--- src/sv/dtpf_ram.sv ---
`timescale 1ns / 1ps

module dtpf_ram #(
    parameter int WIDTH = 8,
    parameter int DEPTH = 16
) (
    input  logic                     i_clk,
    input  logic                     i_we,
    input  logic [$clog2(DEPTH)-1:0] i_waddr,
    input  logic [WIDTH-1:0]         i_wdata,
    input  logic [$clog2(DEPTH)-1:0] i_raddr,
    output logic [WIDTH-1:0]         o_rdata
);

    logic [WIDTH-1:0] r_mem [DEPTH];
    logic [WIDTH-1:0] r_rdata;

    always_ff @(posedge i_clk) begin
        if (i_we) begin
            r_mem[i_waddr] <= i_wdata;
        end
        r_rdata <= r_mem[i_raddr];
    end

    assign o_rdata = r_rdata;

endmodule

--- config.mk ---
export PLATFORM = sky130hd
export DESIGN_NAME = dtpf_ram
export DESIGN_NICKNAME = d
export VERILOG_FILES = /design/src/sv/dtpf_ram.sv
export SDC_FILE = /design/constraint.sdc
export NUM_CORES = 1
export LEC_CHECK = 0
export ABC_CLOCK_PERIOD_IN_PS = 4300
export BUFFER_PORTS_ARGS = -buffer_cell sky130_fd_sc_hd__buf_4
export CAP_MARGIN = 20
export CORE_MARGIN = 4
export CORE_UTILIZATION = 50
export CTS_CLUSTER_SIZE = 14
export DETAILED_ROUTE_END_ITERATION = 10
export GPL_ROUTABILITY_DRIVEN = 0
export PLACE_DENSITY = 0.65
export SYNTH_ARGS = -nofsm -noshare
export SYNTH_HDL_FRONTEND = slang
export SYNTH_SLANG_ARGS = --single-unit
--- constraint.sdc ---
create_clock -name i_clk -period 4.3 [get_ports i_clk]
set_input_delay 1.29 -clock i_clk [delete_from_list [all_inputs] [get_ports i_clk]]
set_output_delay 1.29 -clock i_clk [all_outputs]
set_load 0.02 [all_outputs]
==> results by stage, run 1 <==
Power and ir drop:
- Of the total power, the share spent switching nets is 0.191.
- The internal portion of total power is ~2.5 mW.
- The power per cell area is slightly above 500 nW/um^2.
- For this design the static power due to leakage is 2.04 nW.
- The combinational power share is 0.047.
- The sequential group share of total power is 0.473.
- VDD sags by at most between 0.0002 and 0.00025 V.
- Summed over all nets, the switching power comes to between 0.6 and 0.7 mW.
- The clock network power share is 0.480.

GRT:
- The number of antenna violations at the first check in global routing is 0.
- Global routing finished with a remaining overflow of 0.
- For this run, the total global-route usage over all layers was measured as 0.173.
- The maximum number of pins on one net before global-route repair is 33.
- The first global-routing pass estimated roughly 14000 microns of wire.
- The via count of the first global-routing pass is between 2000 and 2500.

Logic synthesis:
- After synthesis the netlist holds a flip-flop and latch count of around 140.
- The largest total area in the synthesized netlist belongs to sky130_fd_sc_hd__edfxtp_1.
- The number of distinct library cell variants in the gate-level netlist after synthesis is 19.
- Counting every instance in the synthesized netlist gives around 230.
- For this run, asynchronously set or reset flops after synthesis account for 0.
- Yosys mapped a number of flops with a built-in enable equal to 128.
- Yosys printed 0 warnings.
- After synthesis the cells add up to just over 5000 sq um.
- The most instantiated flip-flop cell in the synthesis netlist is sky130_fd_sc_hd__edfxtp_1.
- Sorting the synthesized cells by area gives the leading types as sky130_fd_sc_hd__edfxtp_1, sky130_fd_sc_hd__mux4_2, sky130_fd_sc_hd__mux4_1.
- Of the synthesized area, sequential elements account for 0.778.
- The share of synthesized area in the top cell type comes to 0.747.
- In this run the mean area of a mapped cell was around 22 sq um.
- The leading cell type by number of instances after synthesis is sky130_fd_sc_hd__edfxtp_1.
- The number of nets produced by synthesis is 247.
- After synthesis, the most frequently instantiated cells are sky130_fd_sc_hd__edfxtp_1, sky130_fd_sc_hd__mux4_2, sky130_fd_sc_hd__a22oi_1.

Route:
- After detailed routing, the total wire length is approximately 9400 microns.
- After detailed routing, the met2 layer carries 4590 microns of wire.
- For this block, the initial DRC count from the detailed router was about 140.
- The routed design uses 623 microns of met3 wire.
- In the final routing, the length of wire on met1 measures roughly 4000 microns.
- After detailed routing, the average wire length per cell comes to between 20 and 25 microns.
- The final antenna-violating net count is 0.
- The vias per cell is ~5.7.
- The first-pass iteration count of the detailed router is 6.
- In this run the top signal layer used is met4.
- The via total after detailed routing is about 2400.
- The remaining design rule violation count is 0.

STA:
- The clock arrives with between 0.01 and 0.015 ns of skew.
- The number of hold-slack violations in the final timing report came to 0.
- The share of the clock period used by the worst path is 0.573.
- The minimum clock period after layout is between 2 and 2.5 ns.
- Setup violations remaining at the end of the flow were counted as 0.
- The max-slew violation count is 0.
- After routing, the total negative slack on setup checks comes to 0 ns.
- The achievable clock frequency is between 0.4 and 0.5 GHz.
- The slew of the pin with the lowest slew margin is between 0.9 and 1 ns.
- The worst hold margin is a little under 0.7 ns.
- Setup repair after global routing left no endpoint under its margin.
- The headroom to the max-slew limit is 0.368.

Placed design:
- Once placement completed, the tool counted placed cells totaling about 380.
- The number of buffers inserted by port buffering is 25.
- The cell area reported after detailed placement is approximately 5400 sq um.
- The detailed-placement wirelength estimate is between 5000 and 6000 microns.

CTS:
- The post-CTS setup repair buffer count is 0.
- After clock tree synthesis, the clock-pin slew on the worst setup and hold paths is 0.06 ns.
- The master cell of the clock root buffer is sky130_fd_sc_hd__clkbuf_8.
- The largest buffer count on any clock path is 2.
- The number of sinks on the clock net is 136.
- Once the clock tree was built, the resizer swapped 0 gates to a different size.
- The total of hold buffers inserted after clock tree synthesis is 0.
- Buffers inserted during clock tree synthesis total 17.
- TritonCTS built the clock tree.
- CTS built an H-tree with a depth of 4.
- The clock reaches the later pin of the worst-skew pair after about 0.52 ns.

Finish:
- The finished layout holds 413 standard cells, fillers aside.
- At the end of the flow the core is filled with cells to 0.614.
- The finished cells cover between 6000 and 7000 sq um.
- The final antenna diode count is 0.
- From synthesis to final layout, the design area changed by 18.2%.
- The share of post-route cells with drive strength above 1 is 0.282.
- The total number of nets in the final design is between 200 and 300.

Die:
- The effective utilization at floorplan is 0.519.
- After floorplanning, the core was divided into 36 placement rows.
- The die is 109 microns tall.
- The total die area is between 10000 and 15000 sq um.
- From left edge to right edge, the die measures roughly 110 microns.
- Pin placement for this block handled 26 I/O pins.
- The floorplan step defined a core boundary enclosing about 10000 sq um.

Critical path:
- For flop-to-flop paths, the worst setup slack is between 2 and 3 ns.
- The critical path is of the in -> reg type.
- The worst register-to-register path begins at r_mem[2][6].
- STA classifies the critical path endpoint as a register.
- Counting cells, the worst reg-to-reg path comes to 3.
- Of all nets on the critical path, the largest fanout is 5.
- At the worst endpoint, the required time is ~4.5 ns.
- In this run the critical register-to-register path is captured at o_rdata[6].
- The data arrival time of the worst path is 2.69 ns.
- STA classifies the critical path startpoint as a primary input.

Min path:
- Counting instances, the worst hold path has a depth of 3.
- The kind of path behind the tightest hold check is reg -> reg.
- The hold-critical path endpoint is o_rdata[3].
- The source of the worst hold timing path is r_mem[12][3].

Run:
- Max-cap violations in this run came to 0.

Run status:
- The flow ran to the end, and the final reports show no timing, DRC or antenna violations.
flip-flops by register name, summed over array words and instances, names as in the netlist:
register and count:
o_rdata 8, r_mem 128
worst max-delay path, cell delays in order:
cell,delay [ns]
sky130_fd_sc_hd__buf_4,0.12
sky130_fd_sc_hd__or3b_2,0.51
sky130_fd_sc_hd__nor3_1,0.53
sky130_fd_sc_hd__buf_4,0.25
area by class of cell:
type                       count  area [sq um]
clock buffer                  21           469
sequential                   136          4000
fill                         709          3830
timing repair buffer          29           218
multi-input combinational     83          1060
clock inverter                11           169
tap                          133           166
logic make-up (layout without fill, tap and decap cells):
family                 after synthesis  after routing  synth area share
AND/OR/NAND/NOR                     35             35            0.0318
flip-flops                         136            136             0.778
multiplexers                        32             32             0.150
buffers and inverters               10             61            0.0168
AO/OA/AOI/OAI                       16             16            0.0233
cell usage in the layout, fill, tap and decap left out, types with 2 or more instances in the layout:
cell,n
sky130_fd_sc_hd__nand2b_1,2
sky130_fd_sc_hd__nand2_1,9
sky130_fd_sc_hd__clkbuf_16,16
sky130_fd_sc_hd__nor3_1,4
sky130_fd_sc_hd__bufinv_16,4
sky130_fd_sc_hd__mux4_2,18
sky130_fd_sc_hd__clkbuf_8,5
sky130_fd_sc_hd__dfxtp_1,8
sky130_fd_sc_hd__clkinvlp_4,3
sky130_fd_sc_hd__mux4_1,14
sky130_fd_sc_hd__a22oi_1,16
sky130_fd_sc_hd__clkinv_4,2
sky130_fd_sc_hd__edfxtp_1,128
sky130_fd_sc_hd__nor2_1,13
sky130_fd_sc_hd__buf_4,29
sky130_fd_sc_hd__nand3b_1,2
metrics by stage:
step | setup slack, ns | power (mW)
after floorplan | 1.52 | 1.60
after global placement | 1.32 | 1.66
after detailed placement | 1.31 | 1.67
after CTS | 1.86 | 3.18
after global routing | 1.79 | 3.25
final | 1.84 | 3.15
routing by layer:
layer,global-route usage,up-vias
met5,0,-
met4,0.0775,0
met3,0.0405,17
met2,0.266,85
met1,0.238,1206
li1,-,1048
power by group through the flow:
stage / combinational [mW] / clock, mW / sequential [mW]
finish: 0.148 / 1.51 / 1.49
global route: 0.159 / 1.60 / 1.49
CTS: 0.150 / 1.54 / 1.49
detailed placement: 0.149 / 0 / 1.52
global placement: 0.147 / 0 / 1.52
floorplan: 0.0752 / 0 / 1.53
worst max path at each step:
stage,from,end,cells past startpoint
3_3_place_gp,i_raddr[0],o_rdata[5],4
2_1_floorplan,i_waddr[2],r_mem[0][0],2
4_1_cts,i_waddr[2],r_mem[0][0],4
5_1_grt,i_raddr[0],o_rdata[5],4
3_5_place_dp,i_raddr[0],o_rdata[6],4
6_report,i_waddr[2],r_mem[0][7],4
No activity file was read; power rests on OpenSTA's default activity.
==> run 2: changes to the inputs <==
--- a/config.mk
+++ b/config.mk
@@ -5,7 +5,8 @@
 export SDC_FILE = /design/constraint.sdc
 export NUM_CORES = 1
 export LEC_CHECK = 0
-export ABC_CLOCK_PERIOD_IN_PS = 4300
+export ABC_AREA = 1
+export ABC_CLOCK_PERIOD_IN_PS = 2000
 export BUFFER_PORTS_ARGS = -buffer_cell sky130_fd_sc_hd__buf_4
 export CAP_MARGIN = 20
 export CORE_MARGIN = 4
@@ -13,7 +14,7 @@
 export CTS_CLUSTER_SIZE = 14
 export DETAILED_ROUTE_END_ITERATION = 10
 export GPL_ROUTABILITY_DRIVEN = 0
-export PLACE_DENSITY = 0.65
+export PLACE_DENSITY = 0.68
 export SYNTH_ARGS = -nofsm -noshare
 export SYNTH_HDL_FRONTEND = slang
 export SYNTH_SLANG_ARGS = --single-unit
==> constraint.sdc (replaced) <==
create_clock -name i_clk -period 2 [get_ports i_clk]
set_input_delay 0.6 -clock i_clk [delete_from_list [all_inputs] [get_ports i_clk]]
set_output_delay 0.6 -clock i_clk [all_outputs]
set_load 0.02 [all_outputs]
==> run 2 against run 1 <==
Count of clock-buffer cells in the layout up 2. Clock power up 100%. Sequential share of layout area down 6.6 points. Synthesized cell count up 140%. First-iteration DRC count rose to 3.5 times the previous value. Via count up 66%. Die area up 11%. Total power up 110%. Worst hold slack worse by 0.17 ns. Final area up 11%.
==> results by stage, run 2 <==
Run status:
- The flow ran to the end, and the final reports show no timing, DRC or antenna violations.

Logic synthesis:
- By area the synthesized netlist is led by sky130_fd_sc_hd__edfxtp_1, sky130_fd_sc_hd__nand2_1, sky130_fd_sc_hd__nand3_1.
- The most instantiated flip-flop cell in the synthesis netlist is sky130_fd_sc_hd__edfxtp_1.
- The cell area after synthesis is just under 6000 sq um.
- Of the post-synthesis cell area, the dominant cell type holds 0.667.
- The number of enable-type register cells in the synthesized netlist is 128.
- Sorting the synthesized cells by how often they occur yields sky130_fd_sc_hd__nand2_1, sky130_fd_sc_hd__edfxtp_1, sky130_fd_sc_hd__inv_1.
- By instance count, the leading cell after synthesis is sky130_fd_sc_hd__nand2_1.
- The number of nets handed over by synthesis was roughly 570.
- The largest area contributor in the synthesized netlist is sky130_fd_sc_hd__edfxtp_1.
- The number of distinct library cell variants in the gate-level netlist after synthesis is 12.
- Dividing the synthesized area by the synthesized cell count gives approximately 10 sq um.
- For this run, the register share of the synthesized area comes to 0.694.
- For this run, asynchronously set or reset flops after synthesis account for 0.
- Yosys printed 0 warnings.
- In this run, synthesis produced a sequential element count of roughly 140.
- Counting every instance in the synthesized netlist gives ~550.

CTS:
- The number of H-tree levels is 4.
- The clock tree from TritonCTS is built.
- The post-CTS setup repair buffer count is 0.
- The master cell of the clock root buffer is sky130_fd_sc_hd__clkbuf_16.
- In this run the deepest clock path goes through 2 buffers.
- The total of hold buffers inserted after clock tree synthesis is 0.
- In this run, post-CTS repair resized a total of 0 instances.
- The clock buffer count from CTS is 17.
- Clock-pin slew was measured on the worst setup and hold paths at approximately 0.050 ns.
- At the later pin of the worst-skew pair, clock insertion delay measures 0.42 ns.
- The clock net in this run drives a total of between 100 and 150 sinks.

Finish:
- The commonest non-fill, non-tap cell in the layout is sky130_fd_sc_hd__nand2_1.
- In the final layout, the share of cells above drive strength 1 is 0.129.
- The register with the most flip-flops in the final layout is r_mem.
- The top cell types in the final layout, fill and taps aside, are sky130_fd_sc_hd__nand2_1, sky130_fd_sc_hd__edfxtp_1, sky130_fd_sc_hd__inv_1, sky130_fd_sc_hd__nand3_1, sky130_fd_sc_hd__buf_4.
- The layout overhead on the synthesized area is 17.3%.
- 0 antenna diodes ended up in the layout.
- The register with the most flip-flops in the layout has roughly 130 of them.
- The total number of nets in the final design is around 610.

Die:
- In this run the standard cell core region covers around 11000 sq um.
- The floorplan has 38 rows.
- In this run the horizontal extent of the chip is ~120 microns.
- The floorplan step defined a die boundary enclosing roughly 13000 sq um.
- The effective utilization at floorplan is 0.521.
- The number of top-level design ports is 26.
- In this run the vertical extent of the chip is around 120 microns.

Critical path:
- In this run the critical register-to-register path is launched from r_mem[6][3].
- The family with the most delay on the worst path is flip-flops.
- Data on the critical path is required at its endpoint by ~1.4 ns.
- The classification of the worst setup path is reg -> out.
- The stage delay of the slowest cell on the critical path is 0.34 ns.
- STA classifies the critical path startpoint as a register.
- The number of buffers and inverters on the critical path is 1.
- STA classifies the critical path endpoint as a primary output.
- Of all nets on the critical path, the largest fanout is 1.
- Walking the worst path, the cells encountered are buf_4.
- The number of cells on the critical path is 1.
- Among all stages on the critical path, the largest delay is contributed by sky130_fd_sc_hd__dfxtp_1.
- The data arrival time of the worst path is between 0.9 and 1 ns.
- The number of cells on the worst reg-to-reg path is 6.
- The critical path launch point is o_rdata[0].

STA:
- The achievable clock frequency is about 0.66 GHz.
- The share of the clock period used by the worst path is 0.754.
- In the final timing run, aggregate negative setup slack is 0 ns.
- The worst pin sits at a relative slew slack of 0.638.
- The worst path needs about 1.5 ns of the cycle, external delays included.
- The final clock skew is ~0.0047 ns.
- The max-slew violation count came to 0.
- Setup violations remaining at the end of the flow were counted as 0.
- The slew of the pin with the lowest slew margin is around 0.54 ns.
- The worst hold margin is 0.509 ns.
- The number of hold-slack violations in the final timing report was 0.
- Setup repair after global routing left no endpoint under its margin.

Route:
- The first detailed-routing pass ran for 6 iterations.
- The remaining design rule violation count is 0.
- The via total after detailed routing is 3912.
- After detailed routing, the number of vias per cell comes to approximately 5.2.
- In the final routed layout, each cell accounts on average for 17.1 microns.
- The final antenna-violating net count is 0.
- After detailed routing, the total wire length is between 10000 and 15000 microns.
- The DRC violation total after the first TritonRoute iteration is roughly 470.

Min path:
- The source of the worst hold timing path is i_raddr[3].
- The kind of path behind the tightest hold check is in -> reg.
- Along the worst hold path, the cell count comes to 3.

GRT:
- The global-route congestion overflow total is 0.
- For this run, the total global-route usage over all layers was measured as 0.208.
- The maximum number of pins on one net before global-route repair is 33.
- The number of antenna violations at the first check in global routing is 0.
- The first global-routing pass estimated approximately 20000 microns of wire.
- The via count of the first global-routing pass is approximately 3800.

Run:
- Across the run, the number of max-cap violations was 0.

Power and ir drop:
- The highest ir drop seen on vdd is just under 0.0008 V.
- The switching share of power is 0.210.
- The share of total power dissipated in the clock network is 0.455.
- For this design the ratio of total power to cell area is 988 nW/um^2.
- The combinational power share is 0.065.
- Of the total power, registers draw 0.480.
- The leakage power is 2.96 nW.
- The internal portion of total power is around 5.3 mW.
- For this design the total switching power over the nets is ~1.4 mW.

Placed design:
- Buffers placed on the I/O ports in this run total 25.
- The detailed-placement wirelength estimate is between 7000 and 8000 microns.
[run 2: cell types whose count changed after synthesis, moves of 3 or more]
cell                              change
sky130_fd_sc_hd__inv_1              +100
sky130_fd_sc_hd__mux4_1              -14
sky130_fd_sc_hd__mux4_2              -18
sky130_fd_sc_hd__nor2_1               +4
sky130_fd_sc_hd__buf_6                +3
sky130_fd_sc_hd__a22oi_1             -16
sky130_fd_sc_hd__nand2_1            +164
sky130_fd_sc_hd__clkdlybuf4s25_2      -3
sky130_fd_sc_hd__buf_2               +10
sky130_fd_sc_hd__nor3_1               -4
sky130_fd_sc_hd__buf_4                +3
sky130_fd_sc_hd__nand3_1             +96
[run 2: kinds of logic after synthesis]
logic type / Yosys count / share of synthesized area
DFF: 136 / 0.694
and+or+nand+nor: 289 / 0.210
buffers and inverters: 126 / 0.0952
[run 2: stage by stage]
step	cell area, sq um	setup slack [ns]	utilization	instances	power (mW)
final	6770	0.491	0.611	746	6.68
after global routing	6770	0.451	0.611	746	6.90
after CTS	6770	0.456	0.611	746	6.71
after detailed placement	6180	0.190	0.558	714	3.70
after global placement	6180	0.206	0.558	714	3.69
after floorplan	5770	0.449	-	551	3.51
[run 2: path summary, 6_finish.rpt]
kind | to | slack [ns]
min reg2reg | o_rdata[5] | 0.65
max reg2reg | o_rdata[3] | 0.94
min | o_rdata[6] | 0.51
max | o_rdata[0] | 0.49
[run 2: power by group through the flow]
stage                     clock network (mW)  logic (mW)  registers (mW)
after floorplan                            0       0.225            3.28
after global placement                     0       0.427            3.26
after detailed placement                   0       0.436            3.26
after CTS                               3.07       0.439            3.21
after global routing                    3.21       0.482            3.21
final                                   3.04       0.436            3.21
[run 2: per-layer routing]
layer  global-route usage  vias up  wire length (microns)
met1                0.272     1882                   5310
met2                0.323      145                   6120
met4                0.103        0                    448
met5                    0        -                      0
met3               0.0579       31                    897
li1                     -     1854                      -
[run 2: layout make-up]
class	instances	area (sq um)
clock inverters	9	98.8
inverters	102	383
clock buffers	23	488
flip-flops and latches	136	4000
well taps	140	175
multi-input cells	289	1210
repair buffers	47	403
fillers	898	4310
==> run 3: changes to the inputs <==
--- a/config.mk
+++ b/config.mk
@@ -6,7 +6,7 @@
 export NUM_CORES = 1
 export LEC_CHECK = 0
 export ABC_AREA = 1
-export ABC_CLOCK_PERIOD_IN_PS = 2000
+export ABC_CLOCK_PERIOD_IN_PS = 1550
 export BUFFER_PORTS_ARGS = -buffer_cell sky130_fd_sc_hd__buf_4
 export CAP_MARGIN = 20
 export CORE_MARGIN = 4
@@ -14,7 +14,7 @@
 export CTS_CLUSTER_SIZE = 14
 export DETAILED_ROUTE_END_ITERATION = 10
 export GPL_ROUTABILITY_DRIVEN = 0
-export PLACE_DENSITY = 0.68
+export PLACE_DENSITY = 0.65
 export SYNTH_ARGS = -nofsm -noshare
 export SYNTH_HDL_FRONTEND = slang
 export SYNTH_SLANG_ARGS = --single-unit
==> constraint.sdc (replaced) <==
create_clock -name i_clk -period 1.55 [get_ports i_clk]
set_input_delay 0.465 -clock i_clk [delete_from_list [all_inputs] [get_ports i_clk]]
set_output_delay 0.465 -clock i_clk [all_outputs]
set_load 0.02 [all_outputs]
==> run 3 against run 2 <==
Sequential cell count did not move. Combinational power rose by 33%. Critical endpoint is now o_rdata[4]. Largest cell class unchanged. Utilization rose by 0.94 points. Sequential power rose by 29%. Largest power group is now clock.
==> results by stage, run 3 (same netlist as run 2, synthesis figures left out) <==
Critical path:
- The end point of the critical path is o_rdata[4].
- The stage delay of the slowest cell on the critical path is about 0.39 ns.
- The cell with the largest stage delay on the worst path is sky130_fd_sc_hd__dfxtp_1.
- Of all nets on the critical path, the largest fanout is 1.
- Counting cells, the worst reg-to-reg path comes to 6.
- STA puts the critical path data required time at around 1.1 ns.
- The category of the worst setup path launch point is a register.
- The number of buffers and inverters on the critical path is 1.
- The data arrival time of the worst path is ~0.97 ns.
- The signal on the critical path passes through buf_4.
- The family with the most delay on the worst path is flip-flops.
- In this run the critical register-to-register path is captured at o_rdata[6].
- The startpoint of the most critical register-to-register path is r_mem[6][6].
- The number of cells on the critical path is 1.
- The slack of the worst reg-to-reg path is 0.55 ns.
- The classification of the worst setup path is reg -> out.
- In this run the worst setup path begins at o_rdata[4].
- The worst setup path is captured at a primary output.

STA:
- In the finished design, the share of the clock period the worst path needs comes to 0.925.
- For this run, the top clock speed supported by timing is around 0.7 GHz.
- For the finished layout, the period the worst path requires is 1.43 ns.
- The number of hold-slack violations in the final timing report came to 0.
- Across all setup checks in the final design, the least slack found is 0.116 ns.
- The max-slew violation count is 0.
- For the pin with the worst max-slew slack, the measured transition is around 0.29 ns.
- The final clock skew is 0.00534 ns.
- The setup-violating endpoint count in the final report is 0.
- Measured against its own limit, the worst slew margin works out to 0.805.
- Setup repair after global routing left no endpoint under its margin.
- Adding up every negative setup slack in the final design gives 0 ns.

Finish:
- Leaving out fill and tap cells, the most frequent cell in the layout is sky130_fd_sc_hd__nand2_1.
- The finished cells cover about 6900 sq um.
- The most flop-heavy register is r_mem.
- The number of flip-flops under the largest register name is roughly 130.
- In the final layout, the share of cells above drive strength 1 is 0.139.
- The finished layout holds 751 standard cells, fillers aside.
- The layout has about 880 filler cells.
- The total number of nets in the final design is 616.
- The top cell types in the final layout, fill and taps aside, are sky130_fd_sc_hd__nand2_1, sky130_fd_sc_hd__edfxtp_1, sky130_fd_sc_hd__inv_1, sky130_fd_sc_hd__nand3_1, sky130_fd_sc_hd__buf_4.
- Summing all multi-input logic gate instances after layout gives between 1000 and 1500 sq um.
- In the final layout, flip-flops and latches occupy roughly 4000 sq um.
- The number of antenna diodes in the final layout is 0.
- From synthesis to final layout, the design area changed by 19.1%.

CTS:
- The number of sinks on the clock net is 136.
- The post-CTS setup repair buffer count is 0.
- In this run, post-CTS repair resized a total of 0 instances.
- The largest buffer count on any clock path is 2.
- Clock-pin slew was measured on the worst setup and hold paths at about 0.06 ns.
- The cell sitting at the root of the clock tree is a sky130_fd_sc_hd__clkbuf_16.
- The number of H-tree levels is 4.
- TritonCTS built the clock tree.
- Hold repair after CTS inserted 0 buffers.
- The clock buffer count from CTS is 17.
- The clock reaches the later pin of the worst-skew pair after 0.41 ns.

GRT:
- The via count of the first global-routing pass came to 3681.
- For this run the aggregate overflow at the end of global routing stands at 0.
- Entering global routing, the biggest net connects 40 pins.
- The first global-routing pass estimated ~20000 microns of wire.
- The number of antenna violations at the first check in global routing is 0.
- The global routing usage summed across all routing layers is 0.209.

Route:
- Dividing the detail-routed via count by the number of cells gives 5.10.
- The final layout contains routed wiring with a total length of 12900 microns.
- Once detail routing completed, the nets flagged for antenna violations numbered 0.
- The via total after detailed routing is 3830.
- The DRC violation total after the first TritonRoute iteration is 323.
- The first detailed-routing pass took 5 iterations.
- In the final routed layout, each cell accounts on average for between 15 and 20 microns.
- The remaining design rule violation count is 0.

Power and ir drop:
- The design draws 8.95 mW.
- Dividing total power by cell area gives a power density of 1300 nW/um^2.
- In this run the static leakage power is 3.00 nW.
- VDD sags by at most between 0.0007 and 0.0008 V.

Placed design:
- In this run the tool buffered the top-level ports with 25 buffer cells.
- Before CTS, the worst setup slack after placement is around 0.017 ns.
- Counting tap cells, the placed design contains a total of about 720 instances.
- The placed instances occupy a cell area of roughly 6200 sq um.
- The wire-length estimate of the detail-placed layout is 7970 microns.

Run:
- The number of maximum-capacitance constraint violations is 0.

Die:
- The die is 115 microns wide.
- The die covers around 13000 sq um.
- The floorplan step set the die height to between 100 and 150 microns.
- The number of top-level design ports is 26.
- The area of the core region is between 10000 and 15000 sq um.
- The effective utilization at floorplan is 0.521.
- The row count is 38.

Min path:
- The tightest min-delay check is of the in -> reg type.

Run status:
- The run finished with clean final reports.
run 3: cell count changes in the layout (fill, tap and decap cells not counted), sizes merged:
cell / change
inv: +2
bufinv: +2
clkbuf: -5
buf: +5
clkinvlp: +2
clkinv: -1
run 3: final cells by class:
class	instances	share of cell area
Clock buffer	18	0.0625
Clock inverter	14	0.0290
Inverter	102	0.0557
Multi-Input combinational cell	289	0.177
Sequential cell	136	0.583
Tap cell	140	0.0255
Timing Repair Buffer	52	0.0678
run 3: worst min-delay path by stage:
stage                        endpoint  cells after the start    startpoint  slack [ns]
after floorplan           r_mem[0][0]                      0    i_wdata[0]        0.56
after global placement     o_rdata[2]                      6  r_mem[12][2]        0.64
after detailed placement   o_rdata[2]                      6  r_mem[12][2]        0.65
after CTS                  o_rdata[6]                      3    i_raddr[3]        0.35
after global routing       o_rdata[3]                      3    i_raddr[3]        0.35
final                      o_rdata[6]                      3    i_raddr[3]        0.36
run 3: power by group:
part | switching, mW | internal [mW] | leakage (nW)
sequential | 0.0289 | 4.11 | 1.22
combinational | 0.380 | 0.199 | 1.48
clock | 1.53 | 2.70 | 0.293
run 3: metal layers:
metal  share of wire  vias to the layer above  global-route usage
met2            0.47                      123               0.329
met5               0                        -                   0
li1                -                     1872                   -
met4           0.011                        0              0.0649
met1            0.45                     1822               0.287
met3           0.062                       13              0.0547
run 3: through the flow:
step | hold slack, ns | utilization
floorplan | 0.564 | -
global placement | 0.636 | 0.563
detailed placement | 0.650 | 0.563
CTS | 0.350 | 0.620
global route | 0.348 | 0.620
finish | 0.356 | 0.620
